### src/hdl/bfra_pkg.sv
// Shared types and constants of the bitmap free-run allocator.
// Used by bfra_run_track and bitmap_free_run_allocator; depends on nothing.
package bfra_pkg;

  // Bitmap memory row and the slice the run tracker consumes per cycle
  localparam int unsigned WORD_W    = 32;
  localparam int unsigned WORD_AW   = 5;
  localparam int unsigned SLICE_W   = 8;
  localparam int unsigned SLICE_AW  = 3;
  localparam int unsigned SLICE_SEL_W = WORD_AW - SLICE_AW;

  // Configuration port
  localparam int unsigned CFG_W     = 11;
  localparam int unsigned CFG_IDX_W = 2;
  localparam int unsigned START_W   = 10;
  localparam int unsigned INDEX_W   = 10;

  localparam logic [CFG_IDX_W-1:0] REG_FIT_MODE      = 2'd0;
  localparam logic [CFG_IDX_W-1:0] REG_INODE_ENTRIES = 2'd1;
  localparam logic [CFG_IDX_W-1:0] REG_BLOCK_ENTRIES = 2'd2;

  // Fit policies; the unused code behaves as first fit
  localparam logic [1:0] FIT_FIRST = 2'd0;
  localparam logic [1:0] FIT_BEST  = 2'd1;
  localparam logic [1:0] FIT_WORST = 2'd2;

  // Request operations
  localparam logic OP_WRITE  = 1'b0;
  localparam logic OP_SEARCH = 1'b1;

  // Sequencer to run tracker control
  typedef struct packed {
    logic clear;
    logic step;
    logic best;
    logic worst;
  } trk_ctrl_t;

endpackage

### src/hdl/bfra_ram.sv
// Generic simple dual-port RAM with one write port and a registered read port.
// No dependencies.
module bfra_ram #(
  parameter int unsigned WIDTH = 32,
  parameter int unsigned DEPTH = 64
) (
  input  logic                     clk_i,
  input  logic                     we_i,
  input  logic [$clog2(DEPTH)-1:0] waddr_i,
  input  logic [WIDTH-1:0]         wdata_i,
  input  logic                     re_i,
  input  logic [$clog2(DEPTH)-1:0] raddr_i,
  output logic [WIDTH-1:0]         rdata_o
);

  logic [WIDTH-1:0] mem_q [DEPTH];
  logic [WIDTH-1:0] rdata_q;

  // Write, and register the read data; hold it when no read is issued
  always_ff @(posedge clk_i) begin
    if (we_i) begin
      mem_q[waddr_i] <= wdata_i;
    end
    if (re_i) begin
      rdata_q <= mem_q[raddr_i];
    end
  end

  assign rdata_o = rdata_q;

endmodule

### src/hdl/bfra_run_track.sv
// Free-run tracker: while step is set, folds one slice of free bits per cycle
// into the current run and the chosen candidate. Depends on bfra_pkg.
module bfra_run_track #(
  parameter int unsigned PW = 10
) (
  input  logic                            clk_i,
  input  logic                            rst_ni,
  input  bfra_pkg::trk_ctrl_t             ctrl_i,
  input  logic [bfra_pkg::SLICE_W-1:0]    free_i,
  input  logic [PW-1:0]                   base_i,
  output logic                            have_o,
  output logic [PW-1:0]                   best_start_o
);
  import bfra_pkg::*;

  localparam logic [PW:0] LEN_ONE = (PW+1)'(1);

  logic [PW:0]   run_len_q, run_len_d;
  logic [PW-1:0] run_start_q, run_start_d;
  logic [PW:0]   best_len_q, best_len_d;
  logic [PW-1:0] best_start_q, best_start_d;
  logic          have_q, have_d;

  // Walk the slice bit by bit; a used bit closes the open run
  always_comb begin
    logic take;
    run_len_d    = run_len_q;
    run_start_d  = run_start_q;
    best_len_d   = best_len_q;
    best_start_d = best_start_q;
    have_d       = have_q;
    take         = 1'b0;
    for (int k = 0; k < SLICE_W; k++) begin
      if (free_i[k]) begin
        if (run_len_d == '0) begin
          run_start_d = base_i | PW'(k);
        end
        run_len_d = run_len_d + LEN_ONE;
      end else if (run_len_d != '0) begin
        take = !have_d || (ctrl_i.best && (run_len_d < best_len_d))
                       || (ctrl_i.worst && (run_len_d > best_len_d));
        if (take) begin
          best_start_d = run_start_d;
          best_len_d   = run_len_d;
          have_d       = 1'b1;
        end
        run_len_d = '0;
      end
    end
  end

  // Clear at the start of a search, advance on each slice
  always_ff @(posedge clk_i or negedge rst_ni) begin
    if (!rst_ni) begin
      run_len_q    <= '0;
      run_start_q  <= '0;
      best_len_q   <= '0;
      best_start_q <= '0;
      have_q       <= 1'b0;
    end else if (ctrl_i.clear) begin
      run_len_q    <= '0;
      best_len_q   <= '0;
      have_q       <= 1'b0;
    end else if (ctrl_i.step) begin
      run_len_q    <= run_len_d;
      run_start_q  <= run_start_d;
      best_len_q   <= best_len_d;
      best_start_q <= best_start_d;
      have_q       <= have_d;
    end
  end

  assign have_o       = have_q;
  assign best_start_o = best_start_q;

  // A candidate always has a nonzero length
  a_have_len: assert property (@(posedge clk_i) disable iff (!rst_ni)
    have_q |-> best_len_q != '0)
    else $error("candidate held with zero length");

  // Clearing drops the candidate and the open run
  a_clear: assert property (@(posedge clk_i) disable iff (!rst_ni)
    ctrl_i.clear |=> !have_q && run_len_q == '0)
    else $error("tracker not cleared");

  // Best fit never trades a candidate for a longer one
  a_best_shrinks: assert property (@(posedge clk_i) disable iff (!rst_ni)
    ctrl_i.step && !ctrl_i.clear && ctrl_i.best && have_q
      |=> best_len_q <= $past(best_len_q))
    else $error("best fit candidate grew");

endmodule

### src/hdl/bitmap_free_run_allocator.sv
// Top level of the bitmap free-run allocator: request sequencer, bitmap RAM
// and run tracker. Depends on bfra_pkg, bfra_ram and bfra_run_track.
//
// Both usage maps live in one RAM of 32-bit rows, the inode map in the lower
// half and the block map in the upper half. After reset the block sweeps the
// RAM to all-free, one row per cycle, with busy_o high; configuration writes
// are taken meanwhile. A request is taken when start_i is high and busy_o
// low. A write is a read-modify-write of one row, and its acknowledge strobes
// on done_o after the row is written back and the result state is passed (an
// index past the map skips the row update). A search reads the selected map
// row by row and the run tracker folds 8 bits per cycle, so it strobes done_o
// once the searched count has been scanned. done_o holds for exactly one
// cycle and cannot be held off; found_o and start_index_o are valid in that
// cycle and hold until the next result. busy_o is low in that cycle, so a new
// request may be given then.
module bitmap_free_run_allocator #(
  parameter int unsigned MAP_ENTRIES = 1024
) (
  input  logic                          clk_i,
  input  logic                          rst_ni,
  input  logic                          cfg_we_i,
  input  logic [bfra_pkg::CFG_IDX_W-1:0] cfg_idx_i,
  input  logic [bfra_pkg::CFG_W-1:0]    cfg_wdata_i,
  input  logic                          start_i,
  output logic                          busy_o,
  input  logic                          operation_i,
  input  logic                          map_select_i,
  input  logic [bfra_pkg::INDEX_W-1:0]  entry_index_i,
  input  logic                          entry_used_i,
  output logic                          done_o,
  output logic                          found_o,
  output logic [bfra_pkg::START_W-1:0]  start_index_o
);
  import bfra_pkg::*;

  localparam int unsigned WORDS = (MAP_ENTRIES + WORD_W - 1) / WORD_W;
  localparam int unsigned WAW   = (WORDS > 1) ? $clog2(WORDS) : 1;
  localparam int unsigned RAW   = WAW + 1;
  localparam int unsigned ROWS  = 2 << WAW;
  localparam int unsigned PW    = WAW + WORD_AW;
  localparam int unsigned XW    = ((PW + 1) > CFG_W) ? (PW + 1) : CFG_W;
  localparam logic [XW-1:0] ENTRIES_X = XW'(MAP_ENTRIES);
  localparam logic [SLICE_SEL_W-1:0] SLICE_LAST = '1;

  // Sequencer states
  localparam logic [2:0] S_CLEAR = 3'd0;
  localparam logic [2:0] S_IDLE  = 3'd1;
  localparam logic [2:0] S_WMOD  = 3'd2;
  localparam logic [2:0] S_SCAN  = 3'd3;
  localparam logic [2:0] S_FIN   = 3'd4;
  localparam logic [2:0] S_RES   = 3'd5;

  logic [2:0]             state_q, state_d;
  logic [1:0]             fit_mode_q;
  logic [CFG_W-1:0]       inode_entries_q, block_entries_q;
  logic [RAW-1:0]         clr_q;
  logic [RAW-1:0]         row_q;
  logic [WORD_AW-1:0]     bit_q;
  logic                   used_q;
  logic                   op_q;
  logic                   sel_q;
  logic [PW:0]            cnt_q;
  logic [WAW-1:0]         word_q;
  logic [SLICE_SEL_W-1:0] slice_q;
  logic                   done_q, found_q;
  logic [START_W-1:0]     start_q;

  logic                   accept;
  logic [XW-1:0]          cfg_cnt_x, idx_x;
  logic [PW:0]            eff_cnt;
  logic                   idx_ok;
  logic [RAW-1:0]         acc_row;
  logic [PW:0]            cnt_m1;
  logic [WAW-1:0]         last_word;
  logic                   scan_last;
  logic                   ram_we, ram_re;
  logic [RAW-1:0]         ram_waddr, ram_raddr;
  logic [WORD_W-1:0]      ram_wdata, ram_rdata;
  logic [SLICE_W-1:0]     slice_bits, free_bits;
  logic [PW-1:0]          slice_base;
  trk_ctrl_t              trk_ctrl;
  logic                   trk_have;
  logic [PW-1:0]          trk_start;

  assign busy_o = (state_q != S_IDLE);
  assign accept = start_i && !busy_o;

  // Saturate the searched count to the map size
  assign cfg_cnt_x = XW'(map_select_i ? block_entries_q : inode_entries_q);
  assign eff_cnt   = (PW+1)'((cfg_cnt_x > ENTRIES_X) ? ENTRIES_X : cfg_cnt_x);

  // Row of the written entry, or row 0 of the map for a search
  assign idx_x   = XW'(entry_index_i);
  assign idx_ok  = idx_x < ENTRIES_X;
  assign acc_row = (operation_i == OP_WRITE) ? {map_select_i, idx_x[PW-1:WORD_AW]}
                                             : {map_select_i, {WAW{1'b0}}};

  assign cnt_m1    = cnt_q - (PW+1)'(1);
  assign last_word = cnt_m1[PW-1:WORD_AW];
  assign scan_last = (slice_q == SLICE_LAST) && (word_q == last_word);

  // Configuration registers
  always_ff @(posedge clk_i or negedge rst_ni) begin
    if (!rst_ni) begin
      fit_mode_q      <= FIT_FIRST;
      inode_entries_q <= CFG_W'(1024);
      block_entries_q <= CFG_W'(1024);
    end else if (cfg_we_i) begin
      unique case (cfg_idx_i)
        REG_FIT_MODE:      fit_mode_q      <= cfg_wdata_i[1:0];
        REG_INODE_ENTRIES: inode_entries_q <= cfg_wdata_i;
        REG_BLOCK_ENTRIES: block_entries_q <= cfg_wdata_i;
        default: ;
      endcase
    end
  end

  // Next state
  always_comb begin
    state_d = state_q;
    unique case (state_q)
      S_CLEAR: if (clr_q == '1) state_d = S_IDLE;
      S_IDLE: begin
        if (accept) begin
          if (operation_i == OP_WRITE) begin
            state_d = idx_ok ? S_WMOD : S_RES;
          end else begin
            state_d = (eff_cnt == '0) ? S_FIN : S_SCAN;
          end
        end
      end
      S_WMOD: state_d = S_RES;
      S_SCAN: if (scan_last) state_d = S_FIN;
      S_FIN:  state_d = S_RES;
      S_RES:  state_d = S_IDLE;
      default: state_d = S_IDLE;
    endcase
  end

  // Sequencer registers
  always_ff @(posedge clk_i or negedge rst_ni) begin
    if (!rst_ni) begin
      state_q <= S_CLEAR;
      clr_q   <= '0;
      word_q  <= '0;
      slice_q <= '0;
      done_q  <= 1'b0;
    end else begin
      state_q <= state_d;
      done_q  <= (state_q == S_RES);
      if (state_q == S_CLEAR) begin
        clr_q <= clr_q + RAW'(1);
      end
      if (accept) begin
        word_q  <= '0;
        slice_q <= '0;
      end else if (state_q == S_SCAN) begin
        slice_q <= slice_q + SLICE_SEL_W'(1);
        if (slice_q == SLICE_LAST) begin
          word_q <= word_q + WAW'(1);
        end
      end
    end
  end

  // Request payload
  always_ff @(posedge clk_i) begin
    if (accept) begin
      op_q   <= operation_i;
      sel_q  <= map_select_i;
      row_q  <= acc_row;
      bit_q  <= entry_index_i[WORD_AW-1:0];
      used_q <= entry_used_i;
      cnt_q  <= eff_cnt;
    end
    if (state_q == S_RES) begin
      found_q <= (op_q == OP_WRITE) ? 1'b1 : trk_have;
      start_q <= ((op_q == OP_SEARCH) && trk_have) ? START_W'(trk_start) : '0;
    end
  end

  // RAM ports: sweep, read-modify-write, and the row-by-row scan
  assign ram_we    = (state_q == S_CLEAR) || (state_q == S_WMOD);
  assign ram_waddr = (state_q == S_CLEAR) ? clr_q : row_q;
  assign ram_wdata = (state_q == S_CLEAR) ? '0
                   : ((ram_rdata & ~(WORD_W'(1) << bit_q)) | (WORD_W'(used_q) << bit_q));
  assign ram_re    = accept || ((state_q == S_SCAN) && (slice_q == SLICE_LAST));
  assign ram_raddr = (state_q == S_IDLE) ? acc_row : {sel_q, word_q + WAW'(1)};

  bfra_ram #(
    .WIDTH (WORD_W),
    .DEPTH (ROWS)
  ) u_map_ram (
    .clk_i   (clk_i),
    .we_i    (ram_we),
    .waddr_i (ram_waddr),
    .wdata_i (ram_wdata),
    .re_i    (ram_re),
    .raddr_i (ram_raddr),
    .rdata_o (ram_rdata)
  );

  // Free bits of the current slice; entries past the count count as used
  assign slice_bits = ram_rdata[slice_q*SLICE_W +: SLICE_W];
  assign slice_base = {word_q, slice_q, {SLICE_AW{1'b0}}};

  always_comb begin
    free_bits = '0;
    if (state_q == S_SCAN) begin
      for (int k = 0; k < SLICE_W; k++) begin
        free_bits[k] = !slice_bits[k] && ({1'b0, (slice_base | PW'(k))} < cnt_q);
      end
    end
  end

  // A step with no free bits in the final state closes a trailing run
  assign trk_ctrl.clear = accept;
  assign trk_ctrl.step  = (state_q == S_SCAN) || (state_q == S_FIN);
  assign trk_ctrl.best  = (fit_mode_q == FIT_BEST);
  assign trk_ctrl.worst = (fit_mode_q == FIT_WORST);

  bfra_run_track #(
    .PW (PW)
  ) u_run_track (
    .clk_i        (clk_i),
    .rst_ni       (rst_ni),
    .ctrl_i       (trk_ctrl),
    .free_i       (free_bits),
    .base_i       (slice_base),
    .have_o       (trk_have),
    .best_start_o (trk_start)
  );

  assign done_o        = done_q;
  assign found_o       = found_q;
  assign start_index_o = start_q;

  // The strobe follows the result state and lasts one cycle
  a_done_src: assert property (@(posedge clk_i) disable iff (!rst_ni)
    done_q |-> $past(state_q == S_RES) && !$past(done_q))
    else $error("result strobe without result state");

  // Writes are always acknowledged with start zero
  a_write_ack: assert property (@(posedge clk_i) disable iff (!rst_ni)
    done_q && (op_q == OP_WRITE) |-> found_q && (start_q == '0))
    else $error("bad write acknowledge");

  // The scan never runs past the last row of the searched count
  a_scan_bound: assert property (@(posedge clk_i) disable iff (!rst_ni)
    (state_q == S_SCAN) |-> (cnt_q != '0) && (word_q <= last_word))
    else $error("scan past the searched count");

endmodule
### config.mk
export PLATFORM = sky130hd
export DESIGN_NAME = bitmap_free_run_allocator
export DESIGN_NICKNAME = d
export VERILOG_FILES = /design/src/hdl/bfra_pkg.sv /design/src/hdl/bfra_ram.sv /design/src/hdl/bfra_run_track.sv /design/src/hdl/bitmap_free_run_allocator.sv
export SDC_FILE = /design/constraint.sdc
export NUM_CORES = 2
export LEC_CHECK = 0
export ABC_CLOCK_PERIOD_IN_PS = 25500
export BUFFER_PORTS_ARGS = -buffer_cell sky130_fd_sc_hd__buf_2
export CORE_ASPECT_RATIO = 0.7
export CORE_MARGIN = 3
export CORE_UTILIZATION = 25
export DETAILED_ROUTE_END_ITERATION = 10
export PLACE_DENSITY_LB_ADDON = 0.25
export SYNTH_ARGS = -nofsm -noshare
export SYNTH_HDL_FRONTEND = slang
export SYNTH_SLANG_ARGS = --single-unit
export TNS_END_PERCENT = 10
### constraint.sdc
create_clock -name clk_i -period 25.5 [get_ports clk_i]
set_clock_uncertainty 0.05 [all_clocks]
set_input_delay 3.825 -clock clk_i [delete_from_list [all_inputs] [get_ports clk_i]]
set_output_delay 3.825 -clock clk_i [all_outputs]
set_load 0.02 [all_outputs]
# After elaboration in Yosys (flattened, before gate mapping)
# Memories as Yosys holds them, arrays and structs flattened. A register that Yosys moved wholly into a read port is not among the register bits.
# Index checks and enable logic that the tools add are counted.
dict set report word_totals {
  reg_bits 120
  mem_bits_rw 2048
  in_bits 30
  n_memories 1
}
# memory words word_bits read_ports rd_ports_with_merged_regs write_ports line
set mem_list {}
lappend mem_list {u_map_ram.mem_q 64 32 1 1 1 bfra_ram.sv:16} ;# logic [WIDTH-1:0] mem_q [DEPTH];
dict set report op_classes {
  muxes 131
  order_cmp 26
  n_eq_ne 16
  n_addsub 12
  shifts 3
  reduce_logical 93
  n_bitwise 4
}
# operator n
set op_table {}
lappend op_table {{$mux W11} 46}
lappend op_table {{$mux W10} 40}
lappend op_table {{$logic_not A11 Y1} 9}
lappend op_table {{$add A11 B1 Y11 const B} 8}
lappend op_table {{$gt A11 B11 Y1} 8}
lappend op_table {{$lt A10 B11 Y1} 8}
lappend op_table {{$lt A11 B11 Y1} 8}
lappend op_table {{$reduce_bool A11 Y1} 8}
lappend op_table {{$and A32 B32 Y32} 1}
lappend op_table {{$mux W32} 1}
lappend op_table {{$not A32 Y32} 1}
lappend op_table {{$or A32 B32 Y32} 1}
lappend op_table {{$shiftx A32 B6 Y8} 1}
lappend op_table {{$shl A1 B5 Y32} 1}
lappend op_table {{$shl A1 B5 Y32 const A} 1}
lappend op_table {{$logic_and A1 B1 Y1} 28}
lappend op_table {{$mux W1} 28}
lappend op_table {{$mux W5} 4}
lappend op_table {{$logic_or A1 B1 Y1} 19}
lappend op_table {{$mux W3} 6}
lappend op_table {{$logic_not A1 Y1} 17}
lappend op_table {{$mux W6} 2}
lappend op_table {{$pmux W3 S4} 1}
lappend op_table {{$gt A11 B11 Y1 const B} 1}
lappend op_table {{other kinds (23)} 37}

# Logic depth before layout (Yosys ltp)
dict set report logic_depth {
  ltp_word 58
  ltp_mapped 134
}

# Hierarchy
# Synthesis repeated with hierarchy kept, for this count alone.
dict set report hier_totals {
  cells_unflattened 5213
  hier_area_um2 93742.4
}
# module cells_each area_per_inst_um2 seq_area_each_um2 n_inst
set modules_own_cells {}
lappend modules_own_cells {bfra_ram 3324 78835.6 62459.9 1}
lappend modules_own_cells {bfra_run_track 1413 10267.3 1076.0 1}
lappend modules_own_cells {bitmap_free_run_allocator 476 4639.4 2079.5 1}

# Least setup slack after synthesis
# OpenSTA, ideal clock, no wires.
dict set report synth_path {
  path_kind {reg-to-reg}
  startpoint {register u_run_track.run_len_q[1]}
  endpoint {register u_run_track.best_len_q[8]}
  setup_slack_ps 4756
  required_ps 25329
  stages_incl_launch_ff 130
  period_less_slack_ps 20744
  arrival_time_ps 20573
  path_cell_list {dfrtp_1 > ha_1 > nor2b_1 > o21a_1 > o21a_1 > o21a_1 > o21a_1 > o21ai_0 > a21oi_1 > o41a_1 > and3_1 > o21ai_1 > clkbuf_1 > mux2i_1 > ha_1 > nor2b_1 > o21a_1 > o21a_1 > [94 not listed] > o21ai_0 > nand2b_1 > a21oi_1 > nor2b_1 > o21ai_0 > nand2b_1 > a21oi_1 > nor2b_1 > o21ai_0 > nand2b_1 > a21oi_1 > nand2_1 > o21ai_0 > a21o_1 > buf_2 > clkbuf_1 > o21ai_0 > a22o_1}
}
dict set report synth_via {
  elab_chain_len 58
  elab_cells_between_ends 131
  cone_classes {add/sub (7); order compare (16); mux (61); reduce/logical (47)}
}
# item line
set synth_lines {}
lappend synth_lines {{start, declared} bfra_run_track.sv:18} ;# logic [PW:0] run_len_q, run_len_d;
lappend synth_lines {{start signal, assigned} bfra_run_track.sv:65} ;# run_len_q <= run_len_d;
lappend synth_lines {{$lt A11 B11 Y1} bfra_run_track.sv:40} ;# take = !have_d || (ctrl_i.best && (run_len_d < best_len_d))
lappend synth_lines {{$logic_and A1 B1 Y1} bfra_run_track.sv:40}
lappend synth_lines {{$logic_or A1 B1 Y1} bfra_run_track.sv:40}
lappend synth_lines {{$logic_or A1 B1 Y1} bfra_run_track.sv:41} ;# || (ctrl_i.worst && (run_len_d > best_len_d));
lappend synth_lines {{$mux W11} bfra_run_track.sv:42} ;# if (take) begin
lappend synth_lines {{$mux W11} bfra_run_track.sv:39} ;# end else if (run_len_d != '0) begin
lappend synth_lines {{$mux W11} bfra_run_track.sv:34} ;# if (free_i[k]) begin
lappend synth_lines {{$lt A11 B11 Y1} bfra_run_track.sv:40}
lappend synth_lines {{[42 not listed]} -}
lappend synth_lines {{$logic_and A1 B1 Y1} bfra_run_track.sv:40}
lappend synth_lines {{$logic_or A1 B1 Y1} bfra_run_track.sv:40}
lappend synth_lines {{$logic_or A1 B1 Y1} bfra_run_track.sv:41}
lappend synth_lines {{$mux W11} bfra_run_track.sv:42}
lappend synth_lines {{$mux W11} bfra_run_track.sv:39}
lappend synth_lines {{$mux W11 (*)} bfra_run_track.sv:34}
lappend synth_lines {{$mux W11 (*)} bfra_run_track.sv:64} ;# end else if (ctrl_i.step) begin
lappend synth_lines {{$mux W11 (*)} bfra_run_track.sv:60} ;# end else if (ctrl_i.clear) begin
lappend synth_lines {{end signal, assigned} bfra_run_track.sv:67} ;# best_len_q <= best_len_d;
lappend synth_lines {{end, declared} bfra_run_track.sv:20} ;# logic [PW:0] best_len_q, best_len_d;
# Mark *: on every way between the ends. The rest lies on a longest branch, timed or not. The select of a mux whose other input is x is not followed.
# A chain may end at the register's enable or synchronous reset.

# Worst setup path after layout
dict set report layout_path {
  startpoint {register u_run_track.run_len_q[1]}
  endpoint {register u_run_track.best_len_q[5]}
}
# Same word-level chain as after synthesis.

==> flow_summary.toml <==
[power_and_ir_drop]
p_leak_nw = 37.9
p_sw_mw = 6.88
power.internal_mw = 8.51
powerDensity_mw_per_mm2 = 137
power_frac_seq = 0.317
power.clock.fraction = 0.205
switching_share = 0.447
ir_worst_vdd_v = 0.000143
combPwrFrac = 0.479

[place]
hpwl_um = 196000
post_dp_cell_area_mm2 = 0.106
portBuffers = 42
place.gp.congestion = 0.904

[global_route]
grt_pass1_wl_um = 485000
grt_usage = 0.164
grt_antenna_before_repair = 14
gr-total-overflow = 0
grt_pass1_vias = 64953
grt_max_degree = 152

[critical_path]
cp-end-kind = "register"
cp_slowest_cell = "dfrtp_1"
cp_max_fo = 39
r2r_slack_ps = 1970
cp.depth = 127
critPathMaxStageDelay_ps = 700
cp.arrival_ps = 24230
critPathKind = "register to register"
crit_path_start_kind = "register"
worstRegToRegCells = 127
cp_common_cell = "o21a_1"
cpLargestDelayFamily = "compound AO/OA/AOI/OAI gates"
critPathRequiredTime_ps = 26200
worst-path-buf-inv = 8

[cts]
cts_resized = 0
worst_skew_pair.late_latency_ps = 870
cts_tree = "built"
ctsHoldBuffers = 0
clkTransAtPathRegs_ps = 70
cts.sinks = 2199
clk_path_buf_depth = 4
post_cts_buffers = 0
htree_levels = 4
cts_root_buf = "clkbuf_16"
numCtsBuffers = 211

[worst_hold_path]
hold_depth = 1
min_path_type = "register to register"

[timing]
tightestPinTransition_ps = 1540
rsz0062_at_grt = "no"
tns_ps = 0
drv_slew = 4
relSlewSlack = -0.0328
final-hold-violation-count = 0
min_period_over_period = 0.923
setup_viol = 0
fmaxAchievable_mhz = 42.5
period_minus_slack_ps = 23530

[synthesis]
synth_top_family_by_area = "simple AND/OR/NAND/NOR gates"
synthXorXnorAreaFrac = 0.00848
synth-edff-count = 2115
synth_warnings = 0
ys_types = 104
synth_compound_area_frac = 0.0976
syn_nets = 8442
postSynthCellCount = 8297
ys_seq_area_frac = 0.669
synth_mux_area_frac = 0.0156
async_flop_share = 0.0382
synth-simple-area-share = 0.169
synth_seq_cells = 2199
avgSynthCellArea_um2 = 11.8
synthAdderAreaFrac = 0.0147
syn-cell-area_mm2 = 0.0981
synth_ff_type = "edfxtp_1"

[run]
drv_cap = 2

[floorplan]
num_rows = 191
io_pins = 43
coreArea_mm2 = 0.389
die_x_um = 755
die_h_um = 530
initial_core_util = 0.252
dieArea_mm2 = 0.400

[routing]
avgViaCountPerCell = 5.05
wl_per_cell_um = 25.1
postRouteAntennaNets = 0
drc_errors = 0
vias = 68667
first_pass_iters = 8
wl_um = 341000
drtIter0Drc = 7938

[final_layout]
design_area_mm2 = 0.112
final_layout_size_suffix_gt1_frac = 0.0951
nets = 8361
area_growth_pct = 14.3

[status]
outcome = "finished, violations left"
violations = "capacitance limit, slew limit"
cell usage in the layout (no fill, tap or decap), types with 21 or more instances in the layout:
| master | instances |
|---|---|
| bufinv_16 | 23 |
| nor2b_1 | 36 |
| ha_1 | 115 |
| mux2_2 | 60 |
| nor3_1 | 60 |
| nand2_1 | 2294 |
| o21a_1 | 44 |
| a311oi_1 | 394 |
| clkbuf_16 | 213 |
| inv_1 | 89 |
| a31oi_1 | 147 |
| o31ai_1 | 27 |
| nor2_4 | 74 |
| nand4_1 | 45 |
| a21oi_4 | 25 |
| or3_1 | 27 |
| a21oi_1 | 209 |
| nand2b_1 | 33 |
| nor4_1 | 27 |
| buf_2 | 41 |
| clkinv_1 | 63 |
| o21ai_0 | 127 |
| dfrtp_1 | 82 |
| buf_4 | 221 |
| clkbuf_1 | 25 |
| xnor2_1 | 70 |
| mux2i_1 | 69 |
| xor2_1 | 25 |
| clkinv_2 | 35 |
| nor2_1 | 169 |
| nand3_1 | 578 |
| a211oi_1 | 99 |
| and3_1 | 288 |
| edfxtp_1 | 2115 |
| o21ai_1 | 21 |
metal layers:
| metal | GRT usage | up-vias | wire length (µm) | share of wire |
|---|---|---|---|---|
| li1 | - | 30751 | - | - |
| met1 | 0.249 | 35100 | 164000 | 0.48 |
| met2 | 0.238 | 2444 | 144000 | 0.42 |
| met3 | 0.0360 | 370 | 27300 | 0.080 |
| met4 | 0.0309 | 2 | 6320 | 0.019 |
| met5 | 0.00273 | - | 153 | 0.00045 |
power by group through the flow:
stage / Sequential (mW) / Combinational [mW] / Clock (mW)
after floorplan: 4.93 / 4.38 / 0
after global placement: 4.94 / 7.26 / 0
after detailed placement: 4.95 / 7.28 / 0
after CTS: 4.87 / 7.31 / 3.23
after global routing: 4.89 / 7.98 / 3.38
final: 4.87 / 7.36 / 3.15
synth_stat cells (45+ instances only):
cell type,instances,area (µm²)
o21ai_0,128,641
a211oi_1,109,818
clkbuf_1,516,1940
nand4_1,45,282
xnor2_1,70,613
ha_1,115,1440
a31oi_1,147,920
and3_1,288,1800
nor2_1,244,916
a21oi_1,235,1180
inv_1,89,334
nand2_1,2295,8610
a311oi_1,394,3450
dfrtp_1,82,2050
mux2_2,60,676
nor3_1,63,315
edfxtp_1,2115,63500
mux2i_1,70,701
nand3_1,578,2890
kinds of logic after synthesis:
| kind of cell | count (synthesis) |
|---|---|
| compound gates | 1331 |
| xor+xnor | 95 |
| fa+ha+maj | 115 |
| buf+inv | 664 |
| flops | 2199 |
| mux | 137 |
| simple gates | 3756 |
cell type report:
cell class	instances	area, µm²
fill	39636	277000
clock buffer	239	5440
tap	5211	6520
sequential	2199	65600
inverter	96	360
antenna	1	2.50
multi-input combinational	5434	30900
clock inverter	131	1210
timing repair buffer	274	2100
state kept, by name, summed over array words and instances (netlist names), 3 cells and up:
register	count
row_q	6
u_map_ram.mem_q	2048
cnt_q	11
u_run_track.best_start_o	10
inode_entries_q	11
state_q	3
bit_q	5
u_map_ram.rdata_o	32
word_q	5
clr_q	6
block_entries_q	11
u_run_track.best_len_q	11
u_run_track.run_len_q	11
u_run_track.run_start_q	10
start_index_o	10
metrics by stage:
stage           util  total power, mW  hold slack, ps  setup slack, ps  cells
6_report       0.289             15.4             481             1970  13585
5_1_grt        0.289             16.2             514              129  13584
4_1_cts        0.289             15.4             478             2050  13584
3_5_place_dp   0.271             12.2             468             2210  13214
3_3_place_gp   0.271             12.2             450             1380  13214
2_1_floorplan      -             9.32             420             4760   8297
final timing paths:
kind                                                from                        end
worst min-delay path                       fit_mode_q[1]              fit_mode_q[1]
worst max register to register  u_run_track.run_len_q[1]  u_run_track.best_len_q[5]
max in group asynchronous                         rst_ni                   clr_q[5]
worst max-delay path            u_run_track.run_len_q[1]  u_run_track.best_len_q[5]
min in group asynchronous                         rst_ni   u_run_track.run_len_q[7]
worst min register to register             fit_mode_q[1]              fit_mode_q[1]
No activity file was read; power rests on OpenSTA's default activity.
